===== src/hw/rtl/cdec_pkg.sv =====
// Shared types, codes and helpers for the mouse event click decoder.
// Used by every module of the decoder.
package cdec_pkg;

  localparam int NUM_BUTTONS_DEF = 8;
  localparam int MAX_RES         = 3;
  localparam int CNT_W           = 2;

  localparam logic [1:0] CMD_AXIS   = 2'd0;
  localparam logic [1:0] CMD_BUTTON = 2'd1;
  localparam logic [1:0] CMD_END    = 2'd2;

  localparam logic [1:0] AXIS_X     = 2'd0;
  localparam logic [1:0] AXIS_Y     = 2'd1;
  localparam logic [1:0] AXIS_WHEEL = 2'd2;

  localparam logic [2:0] EV_DOWN   = 3'd0;
  localparam logic [2:0] EV_UP     = 3'd1;
  localparam logic [2:0] EV_CLICK  = 3'd2;
  localparam logic [2:0] EV_DOUBLE = 3'd3;
  localparam logic [2:0] EV_MOVE   = 3'd4;
  localparam logic [2:0] EV_SCROLL = 3'd5;

  localparam logic [7:0]  PRESS_MASK   = 8'h80;
  localparam logic [15:0] THRESH_RESET = 16'd250;

  typedef struct packed {
    logic [1:0]         cmd;
    logic [1:0]         axis;
    logic signed [15:0] delta;
    logic [2:0]         button;
    logic [7:0]         button_data;
    logic [31:0]        now;
  } in_item_t;

  typedef struct packed {
    logic [2:0]         event_res;
    logic [2:0]         event_button;
    logic signed [31:0] move_x;
    logic signed [31:0] move_y;
    logic signed [31:0] move_wheel;
    logic [7:0]         pressed_mask;
    logic               last;
  } evt_t;

  // All results caused by one input item, in delivery order from slot 0.
  typedef struct packed {
    logic [CNT_W-1:0]      cnt;
    evt_t [MAX_RES-1:0]    ev;
  } bundle_t;

  function automatic evt_t mk_evt(input logic [2:0] res, input logic [2:0] btn,
                                  input logic [31:0] mx, input logic [31:0] my,
                                  input logic [31:0] mw, input logic [7:0] mask,
                                  input logic lst);
    evt_t e;
    e.event_res    = res;
    e.event_button = btn;
    e.move_x       = mx;
    e.move_y       = my;
    e.move_wheel   = mw;
    e.pressed_mask = mask;
    e.last         = lst;
    return e;
  endfunction

endpackage


===== src/hw/rtl/cdec_if.sv =====
// Valid/ready channel interfaces of the mouse event click decoder.
// Depends on cdec_pkg for nothing but is compiled after it.
interface cdec_in_if;
  logic               valid;
  logic               ready;
  logic [1:0]         cmd;
  logic [1:0]         axis;
  logic signed [15:0] delta;
  logic [2:0]         button;
  logic [7:0]         button_data;
  logic [31:0]        now;
  modport source (output valid, cmd, axis, delta, button, button_data, now, input ready);
  modport sink   (input valid, cmd, axis, delta, button, button_data, now, output ready);
endinterface

interface cdec_out_if;
  logic               valid;
  logic               ready;
  logic [2:0]         event_res;
  logic [2:0]         event_button;
  logic signed [31:0] move_x;
  logic signed [31:0] move_y;
  logic signed [31:0] move_wheel;
  logic [7:0]         pressed_mask;
  logic               last;
  modport source (output valid, event_res, event_button, move_x, move_y, move_wheel,
                  pressed_mask, last, input ready);
  modport sink   (input valid, event_res, event_button, move_x, move_y, move_wheel,
                  pressed_mask, last, output ready);
endinterface

interface cdec_cfg_if;
  logic        valid;
  logic        ready;
  logic [15:0] click_threshold;
  modport source (output valid, click_threshold, input ready);
  modport sink   (input valid, click_threshold, output ready);
endinterface


===== src/hw/rtl/cdec_evt_gen.sv =====
// Decoder state (accumulators, button flags, timestamps) and the logic that
// turns one registered input item into a bundle of results. Uses cdec_pkg.
module cdec_evt_gen #(
  parameter int NUM_BUTTONS = cdec_pkg::NUM_BUTTONS_DEF
) (
  input  logic               clk,
  input  logic               rst_n,
  input  cdec_pkg::in_item_t item,
  input  logic               step,
  input  logic [15:0]        thresh,
  output cdec_pkg::bundle_t  bundle
);

  localparam int BIDX_W = (NUM_BUTTONS > 1) ? $clog2(NUM_BUTTONS) : 1;

  logic [31:0]            acc_x_r, acc_x_nxt;
  logic [31:0]            acc_y_r, acc_y_nxt;
  logic [31:0]            acc_w_r, acc_w_nxt;
  logic [NUM_BUTTONS-1:0] flags_r, flags_nxt;
  logic [31:0]            down_time_r  [NUM_BUTTONS];
  logic [31:0]            click_time_r [NUM_BUTTONS];

  logic [BIDX_W-1:0] bidx;
  logic              btn_ok;
  logic              press;
  logic              click;
  logic              dbl;
  logic              mv;
  logic              sc;
  logic [31:0]       thr32;
  logic [7:0]        mask;
  logic [31:0]       dlt32;

  assign bidx   = item.button[BIDX_W-1:0];
  assign btn_ok = 32'(item.button) < NUM_BUTTONS;
  assign press  = (item.button_data & cdec_pkg::PRESS_MASK) != 8'd0;
  assign thr32  = 32'(thresh);
  assign dlt32  = 32'(item.delta);
  // Only a button release can be a click; other commands leave the click times alone.
  assign click  = (item.cmd == cdec_pkg::CMD_BUTTON) && btn_ok && !press &&
                  ((item.now - down_time_r[bidx]) < thr32);
  assign dbl    = click && ((item.now - click_time_r[bidx]) < thr32);
  assign mv     = (acc_x_r != 32'd0) || (acc_y_r != 32'd0);
  assign sc     = acc_w_r != 32'd0;
  assign mask   = 8'(flags_nxt);

  always_comb begin
    acc_x_nxt = acc_x_r;
    acc_y_nxt = acc_y_r;
    acc_w_nxt = acc_w_r;
    flags_nxt = flags_r;
    bundle    = '0;
    case (item.cmd)
      cdec_pkg::CMD_AXIS: begin
        case (item.axis)
          cdec_pkg::AXIS_X:     acc_x_nxt = acc_x_r + dlt32;
          cdec_pkg::AXIS_Y:     acc_y_nxt = acc_y_r + dlt32;
          cdec_pkg::AXIS_WHEEL: acc_w_nxt = acc_w_r + dlt32;
          default: ;
        endcase
      end
      cdec_pkg::CMD_BUTTON: begin
        if (btn_ok) begin
          flags_nxt[bidx] = press;
        end
      end
      cdec_pkg::CMD_END: begin
        acc_x_nxt = '0;
        acc_y_nxt = '0;
        acc_w_nxt = '0;
      end
      default: ;
    endcase

    // Results are packed from slot 0 so that the output side can walk them.
    if (item.cmd == cdec_pkg::CMD_BUTTON && btn_ok) begin
      if (press) begin
        bundle.cnt   = 2'd1;
        bundle.ev[0] = cdec_pkg::mk_evt(cdec_pkg::EV_DOWN, item.button, '0, '0, '0, mask, 1'b1);
      end else if (dbl) begin
        bundle.cnt   = 2'd3;
        bundle.ev[0] = cdec_pkg::mk_evt(cdec_pkg::EV_DOUBLE, item.button, '0, '0, '0, mask, 1'b0);
        bundle.ev[1] = cdec_pkg::mk_evt(cdec_pkg::EV_CLICK, item.button, '0, '0, '0, mask, 1'b0);
        bundle.ev[2] = cdec_pkg::mk_evt(cdec_pkg::EV_UP, item.button, '0, '0, '0, mask, 1'b1);
      end else if (click) begin
        bundle.cnt   = 2'd2;
        bundle.ev[0] = cdec_pkg::mk_evt(cdec_pkg::EV_CLICK, item.button, '0, '0, '0, mask, 1'b0);
        bundle.ev[1] = cdec_pkg::mk_evt(cdec_pkg::EV_UP, item.button, '0, '0, '0, mask, 1'b1);
      end else begin
        bundle.cnt   = 2'd1;
        bundle.ev[0] = cdec_pkg::mk_evt(cdec_pkg::EV_UP, item.button, '0, '0, '0, mask, 1'b1);
      end
    end else if (item.cmd == cdec_pkg::CMD_END) begin
      if (mv && sc) begin
        bundle.cnt   = 2'd2;
        bundle.ev[0] = cdec_pkg::mk_evt(cdec_pkg::EV_MOVE, 3'd0, acc_x_r, acc_y_r, '0, mask, 1'b0);
        bundle.ev[1] = cdec_pkg::mk_evt(cdec_pkg::EV_SCROLL, 3'd0, '0, '0, acc_w_r, mask, 1'b1);
      end else if (mv) begin
        bundle.cnt   = 2'd1;
        bundle.ev[0] = cdec_pkg::mk_evt(cdec_pkg::EV_MOVE, 3'd0, acc_x_r, acc_y_r, '0, mask, 1'b1);
      end else if (sc) begin
        bundle.cnt   = 2'd1;
        bundle.ev[0] = cdec_pkg::mk_evt(cdec_pkg::EV_SCROLL, 3'd0, '0, '0, acc_w_r, mask, 1'b1);
      end
    end
  end

  always_ff @(posedge clk) begin
    if (!rst_n) begin
      acc_x_r <= '0;
      acc_y_r <= '0;
      acc_w_r <= '0;
      flags_r <= '0;
      for (int i = 0; i < NUM_BUTTONS; i++) begin
        down_time_r[i]  <= '0;
        click_time_r[i] <= '0;
      end
    end else if (step) begin
      acc_x_r <= acc_x_nxt;
      acc_y_r <= acc_y_nxt;
      acc_w_r <= acc_w_nxt;
      flags_r <= flags_nxt;
      if (item.cmd == cdec_pkg::CMD_BUTTON && btn_ok && press) begin
        down_time_r[bidx] <= item.now;
      end
      if (click) begin
        click_time_r[bidx] <= item.now;
      end
    end
  end

endmodule


===== src/hw/rtl/cdec_out_buf.sv =====
// Result register that holds one bundle and hands its results out one per
// transfer, slot 0 first. Uses cdec_pkg types.
module cdec_out_buf (
  input  logic              clk,
  input  logic              rst_n,
  input  logic              load,
  input  cdec_pkg::bundle_t bundle,
  output logic              free,
  output logic              out_valid,
  input  logic              out_ready,
  output cdec_pkg::evt_t    out_evt
);

  logic                       vld_r;
  cdec_pkg::bundle_t          bnd_r;
  logic [cdec_pkg::CNT_W-1:0] idx_r;
  logic                       take;

  assign out_valid = vld_r;
  assign out_evt   = bnd_r.ev[idx_r];
  assign take      = vld_r && out_ready;
  // Free when empty, or when the final result is being taken this cycle.
  assign free      = !vld_r || (take && out_evt.last);

  always_ff @(posedge clk) begin
    if (!rst_n) begin
      vld_r <= 1'b0;
      idx_r <= '0;
    end else if (load) begin
      vld_r <= 1'b1;
      idx_r <= '0;
    end else if (take) begin
      if (out_evt.last) begin
        vld_r <= 1'b0;
      end
      idx_r <= idx_r + 2'd1;
    end
  end

  always_ff @(posedge clk) begin
    if (load) begin
      bnd_r <= bundle;
    end
  end

endmodule


===== src/hw/rtl/mouse_event_click_decoder_core.sv =====
// Mouse event click decoder: accepts one mouse event per cycle into an input
// register, for items with one result or none while the output does not stall;
// a single pass of logic updates the accumulators, button flags and timestamps
// and loads up to three results into the result register, which hands them out
// one per transfer; an item with n results holds it for n output transfers. The
// click threshold resets to 250 ms; the user must write it through the cfg
// channel only while idle, not enforced by the block. Uses cdec_pkg and cdec_if.
module mouse_event_click_decoder_core #(
  parameter int NUM_BUTTONS = cdec_pkg::NUM_BUTTONS_DEF
) (
  input logic   clk,
  input logic   rst_n,
  cdec_in_if.sink    in_ch,
  cdec_out_if.source out_ch,
  cdec_cfg_if.sink   cfg_ch
);

  logic               in_vld_r;
  cdec_pkg::in_item_t in_item_r;
  logic [15:0]        thresh_r;
  cdec_pkg::bundle_t  bundle;
  cdec_pkg::evt_t     out_evt;
  logic               buf_free;
  logic               adv;
  logic               load;

  assign adv          = in_vld_r && (buf_free || bundle.cnt == '0);
  assign load         = adv && bundle.cnt != '0;
  assign in_ch.ready  = !in_vld_r || adv;
  assign cfg_ch.ready = 1'b1;

  always_ff @(posedge clk) begin
    if (!rst_n) begin
      in_vld_r <= 1'b0;
      thresh_r <= cdec_pkg::THRESH_RESET;
    end else begin
      if (in_ch.ready) begin
        in_vld_r <= in_ch.valid;
      end
      if (cfg_ch.valid) begin
        thresh_r <= cfg_ch.click_threshold;
      end
    end
  end

  always_ff @(posedge clk) begin
    if (in_ch.valid && in_ch.ready) begin
      in_item_r.cmd         <= in_ch.cmd;
      in_item_r.axis        <= in_ch.axis;
      in_item_r.delta       <= in_ch.delta;
      in_item_r.button      <= in_ch.button;
      in_item_r.button_data <= in_ch.button_data;
      in_item_r.now         <= in_ch.now;
    end
  end

  cdec_evt_gen #(
    .NUM_BUTTONS(NUM_BUTTONS)
  ) u_gen (
    .clk    (clk),
    .rst_n  (rst_n),
    .item   (in_item_r),
    .step   (adv),
    .thresh (thresh_r),
    .bundle (bundle)
  );

  cdec_out_buf u_buf (
    .clk       (clk),
    .rst_n     (rst_n),
    .load      (load),
    .bundle    (bundle),
    .free      (buf_free),
    .out_valid (out_ch.valid),
    .out_ready (out_ch.ready),
    .out_evt   (out_evt)
  );

  assign out_ch.event_res    = out_evt.event_res;
  assign out_ch.event_button = out_evt.event_button;
  assign out_ch.move_x       = out_evt.move_x;
  assign out_ch.move_y       = out_evt.move_y;
  assign out_ch.move_wheel   = out_evt.move_wheel;
  assign out_ch.pressed_mask = out_evt.pressed_mask;
  assign out_ch.last         = out_evt.last;

  // A bundle is never cut short: a result without last is followed by another.
  a_bundle_cont: assert property (@(posedge clk) disable iff (!rst_n)
    (out_ch.valid && out_ch.ready && !out_ch.last) |=> out_ch.valid)
    else $error("result bundle ended without last");

  // A waiting input item blocks the input channel.
  a_in_hold: assert property (@(posedge clk) disable iff (!rst_n)
    (in_vld_r && !adv) |-> !in_ch.ready)
    else $error("input accepted over a held item");

  // Down shows its button pressed; up shows it released.
  a_mask_down: assert property (@(posedge clk) disable iff (!rst_n)
    (out_ch.valid && out_ch.event_res == cdec_pkg::EV_DOWN)
      |-> out_ch.pressed_mask[out_ch.event_button])
    else $error("down event without pressed flag");

  a_mask_up: assert property (@(posedge clk) disable iff (!rst_n)
    (out_ch.valid && out_ch.event_res == cdec_pkg::EV_UP)
      |-> !out_ch.pressed_mask[out_ch.event_button])
    else $error("up event with pressed flag");

endmodule

===== src/flat_wrapper.sv =====
// flat-port wrapper written by rule: the top's interface ports become plain ports
module mouse_event_click_decoder_core_flat 
#(
  parameter int NUM_BUTTONS = cdec_pkg::NUM_BUTTONS_DEF
)
  (clk, rst_n, in_ch_valid, in_ch_cmd, in_ch_axis, in_ch_delta, in_ch_button, in_ch_button_data, in_ch_now, in_ch_ready, out_ch_valid, out_ch_event_res, out_ch_event_button, out_ch_move_x, out_ch_move_y, out_ch_move_wheel, out_ch_pressed_mask, out_ch_last, out_ch_ready, cfg_ch_valid, cfg_ch_click_threshold, cfg_ch_ready);
  cdec_in_if in_ch_i ();
  cdec_out_if out_ch_i ();
  cdec_cfg_if cfg_ch_i ();
  input logic clk;
  input logic rst_n;
  input wire logic [$bits(in_ch_i.valid)-1:0] in_ch_valid;
  input wire logic [$bits(in_ch_i.cmd)-1:0] in_ch_cmd;
  input wire logic [$bits(in_ch_i.axis)-1:0] in_ch_axis;
  input wire logic [$bits(in_ch_i.delta)-1:0] in_ch_delta;
  input wire logic [$bits(in_ch_i.button)-1:0] in_ch_button;
  input wire logic [$bits(in_ch_i.button_data)-1:0] in_ch_button_data;
  input wire logic [$bits(in_ch_i.now)-1:0] in_ch_now;
  output wire logic [$bits(in_ch_i.ready)-1:0] in_ch_ready;
  output wire logic [$bits(out_ch_i.valid)-1:0] out_ch_valid;
  output wire logic [$bits(out_ch_i.event_res)-1:0] out_ch_event_res;
  output wire logic [$bits(out_ch_i.event_button)-1:0] out_ch_event_button;
  output wire logic [$bits(out_ch_i.move_x)-1:0] out_ch_move_x;
  output wire logic [$bits(out_ch_i.move_y)-1:0] out_ch_move_y;
  output wire logic [$bits(out_ch_i.move_wheel)-1:0] out_ch_move_wheel;
  output wire logic [$bits(out_ch_i.pressed_mask)-1:0] out_ch_pressed_mask;
  output wire logic [$bits(out_ch_i.last)-1:0] out_ch_last;
  input wire logic [$bits(out_ch_i.ready)-1:0] out_ch_ready;
  input wire logic [$bits(cfg_ch_i.valid)-1:0] cfg_ch_valid;
  input wire logic [$bits(cfg_ch_i.click_threshold)-1:0] cfg_ch_click_threshold;
  output wire logic [$bits(cfg_ch_i.ready)-1:0] cfg_ch_ready;
  assign in_ch_i.valid = in_ch_valid;
  assign in_ch_i.cmd = in_ch_cmd;
  assign in_ch_i.axis = in_ch_axis;
  assign in_ch_i.delta = in_ch_delta;
  assign in_ch_i.button = in_ch_button;
  assign in_ch_i.button_data = in_ch_button_data;
  assign in_ch_i.now = in_ch_now;
  assign in_ch_ready = in_ch_i.ready;
  assign out_ch_valid = out_ch_i.valid;
  assign out_ch_event_res = out_ch_i.event_res;
  assign out_ch_event_button = out_ch_i.event_button;
  assign out_ch_move_x = out_ch_i.move_x;
  assign out_ch_move_y = out_ch_i.move_y;
  assign out_ch_move_wheel = out_ch_i.move_wheel;
  assign out_ch_pressed_mask = out_ch_i.pressed_mask;
  assign out_ch_last = out_ch_i.last;
  assign out_ch_i.ready = out_ch_ready;
  assign cfg_ch_i.valid = cfg_ch_valid;
  assign cfg_ch_i.click_threshold = cfg_ch_click_threshold;
  assign cfg_ch_ready = cfg_ch_i.ready;
  mouse_event_click_decoder_core #(.NUM_BUTTONS(NUM_BUTTONS)) u_core (.clk(clk), .rst_n(rst_n), .in_ch(in_ch_i), .out_ch(out_ch_i), .cfg_ch(cfg_ch_i));
endmodule

===== config.mk =====
export PLATFORM = sky130hd
export DESIGN_NAME = mouse_event_click_decoder_core_flat
export DESIGN_NICKNAME = d
export VERILOG_FILES = /design/src/hw/rtl/cdec_pkg.sv /design/src/hw/rtl/cdec_if.sv /design/src/hw/rtl/cdec_evt_gen.sv /design/src/hw/rtl/cdec_out_buf.sv /design/src/hw/rtl/mouse_event_click_decoder_core.sv /design/src/flat_wrapper.sv
export SDC_FILE = /design/constraint.sdc
export NUM_CORES = 2
export LEC_CHECK = 0
export BUFFER_PORTS_ARGS = -buffer_cell sky130_fd_sc_hd__buf_2
export CORE_UTILIZATION = 63
export CTS_CLUSTER_SIZE = 14
export DETAILED_ROUTE_END_ITERATION = 8
export GPL_ROUTABILITY_DRIVEN = 0
export PLACE_DENSITY = 0.81
export SYNTH_ARGS = -nofsm -noshare
export SYNTH_HDL_FRONTEND = slang
export SYNTH_HIERARCHICAL = 1
export SYNTH_SLANG_ARGS = --single-unit

===== constraint.sdc =====
create_clock -name clk -period 27.7 [get_ports clk]
set_input_delay 1.385 -clock clk [delete_from_list [all_inputs] [get_ports clk]]
set_output_delay 1.385 -clock clk [all_outputs]
set_load 0.01 [all_outputs]

==> results by group <==
Outcome
  – Outcome: complete, no violations

Clock tree
  – Clk_lat worst skew: ~0.68 ns
  – Longest Clk Path Bufs: 3
  – CTS Sinks: 1025
  – CTS tree: built
  – Hold-fix buffers, CTS: 0
  – CTS root buffer: clkbuf_16
  – CTS buffer count: 101
  – Setup bufs post-CTS: 0
  – Worst-path clk slew: 0.06 ns
  – H-Tree Level Count: 3
  – Post-CTS resize count: 0

STA
  – Slew @ Worst Pin: 1.39 ns
  – Fmax: ~74 MHz
  – RSZ-0062 raised after global routing: no
  – Max-slew headroom: 0.0699
  – Final Slew Violations: 0
  – Setup violators final: 0
  – Crit share post-route: 0.486
  – Hold Vio Cnt, Final: 0
  – Post-Route Skew: 0.0518 ns
  – Fin crit period: around 13 ns
  – Aggregate negative setup slack: 0 ns

Floorplan
  – Die ar.: 84100 sq um
  – Die H: ~290 microns
  – I/O Pins: 198
  – DIE WIDTH: ~290 microns
  – Initial core utilization: 0.636
  – Row count: 105
  – Total core area: 82100 sq um

Power and ir drop
  – Worst VDD drop: about 0.00005 V
  – PD cells: 64.2 nW/um^2
  – P_leak: approximately 20 nW

Detailed routing
  – Via Count: around 37k
  – Final antenna-violating net count: 0
  – Initial DRC Count: between 4k and 5k
  – Routed WL: ~140 mm
  – 1st-pass router iterations: 9
  – DRC Markers: 0
  – WL per Instance: 24.2 microns
  – Via/cell ratio: 6.50

Layout
  – Area delta synth->final: 9.18%
  – Most frequent cells in the layout: 901 x edfxtp_1, 349 x and2_1, 295 x nand2_1, 224 x nor3_1, 194 x a22oi_1
  – Filler cells: around 5.6k
  – Commonest non-fill, non-tap cell in the layout: edfxtp_1
  – Total Nets Final: 4884
  – Layout cells sized above 1: 0.123
  – Design Area, Final: roughly 57000 sq um

Critical path
  – Required time of the critical path: 28.22 ns
  – CP Capture Type: flip-flop
  – Crit-path max cell delay: between 1 and 1.5 ns
  – Cell family with most CP delay: simple AND/OR/NAND/NOR gates
  – Most Frequent Cell on Critical Path: buf_4
  – CP max stage cell: nor2_1
  – Setup CP Type: reg2reg
  – Startpoint types: flip-flop
  – Max FO, Critical Path: 34
  – Arrival @ worst endpoint: ~14 ns
  – Critical path buffers and inverters: 7

Logic synthesis
  – Post-synth design cell area: 52300 sq um
  – Yosys warns: 6
  – Post-Syn Area per Cell: 11.6 sq um
  – Mapped Cells: 4497

Global route
  – First-pass GRT wire length: between 200 and 250 mm
  – Total global-route track usage: 0.325
  – Vias in the first global route: 36.4k
  – GRT Residual Overflow: 0
  – Initial antenna violation count: 8
  – Largest net degree at the start of global routing: 94

Run
  – Number of max-cap violations: 0

Place
  – Detailed Place HPWL: 85.8 mm
  – Placed standard-cell area: 53700 sq um
  – PortBufs: 189

Min path
  – Hold Crit Class: reg2reg
-- layer usage --
layer  up-vias  share of wire  GRT usage  wire length [microns]
met3       430           0.12     0.0725                  16200
met4         2          0.045      0.148                   6300
met1     17900           0.38      0.426                  52400
met2      2325           0.46      0.520                  64900
li1      16800              -          -                      -
met5         -       0.000079          0                     11
-- flip-flops by register name (all words and copies together), names as in the netlist, 16 cells and up --
| signal | cells |
|---|---|
| u_core/in_item_r | 56 |
| u_core/thresh_r | 16 |
| u_core/u_buf/bnd_r | 333 |
| u_core/u_gen/acc_w_r | 32 |
| u_core/u_gen/acc_x_r | 32 |
| u_core/u_gen/acc_y_r | 32 |
| u_core/u_gen/click_time_r | 256 |
| u_core/u_gen/down_time_r | 256 |
-- stage by stage --
step	std cells	hold slack (ns)	setup slack, ns	total power (W)	utilization
floorplan	4658	0.441	5.20	0.00216	-
global placement	5572	0.456	14.87	0.00227	0.653
detailed placement	5572	0.463	14.67	0.00229	0.653
CTS	5764	0.480	14.66	0.00366	0.695
global route	5766	0.497	13.79	0.00378	0.695
finish	5769	0.478	14.24	0.00367	0.695
-- path summary, 6_finish.rpt --
check | from | to | slack, ns | depth (start not counted)
worst max-delay path | u_core/in_item_r[40] | u_core/u_gen/down_time_r[4][21] | 14.24 | 36
worst min-delay path | u_core/thresh_r[6] | u_core/thresh_r[6] | 0.48 | 2
worst max register to register | u_core/in_item_r[40] | u_core/u_gen/down_time_r[4][21] | 14.24 | 36
worst min register to register | u_core/thresh_r[6] | u_core/thresh_r[6] | 0.48 | 2
-- final cells by class --
class	instances	area (sq um)	area share
Multi-Input combinational cell	3135	20900	0.367
Clock inverter	48	546	0.00956
Inverter	73	274	0.00480
Sequential cell	1025	29500	0.518
Clock buffer	144	2850	0.0500
Tap cell	1070	1340	0.0235
Timing Repair Buffer	269	1550	0.0271
Antenna cell	5	12.5	0.000219
-- worst min-delay path: cells and delay by family, from the launching register on --
family           cells  cell delay [ns]
flip-flops           1             0.33
multiplexers         1             0.07
AND/OR/NAND/NOR      1             0.06
-- power breakdown --
part | leakage, nW | switching (W) | internal [W] | total [W]
clock network | 1.65 | 0.000589 | 0.000805 | 0.00139
registers | 9.74 | 0.0000392 | 0.00175 | 0.00179
logic | 8.93 | 0.000318 | 0.000163 | 0.000481
total | 20.3 | 0.000947 | 0.00272 | 0.00367
(Power assumes the default switching activity.)
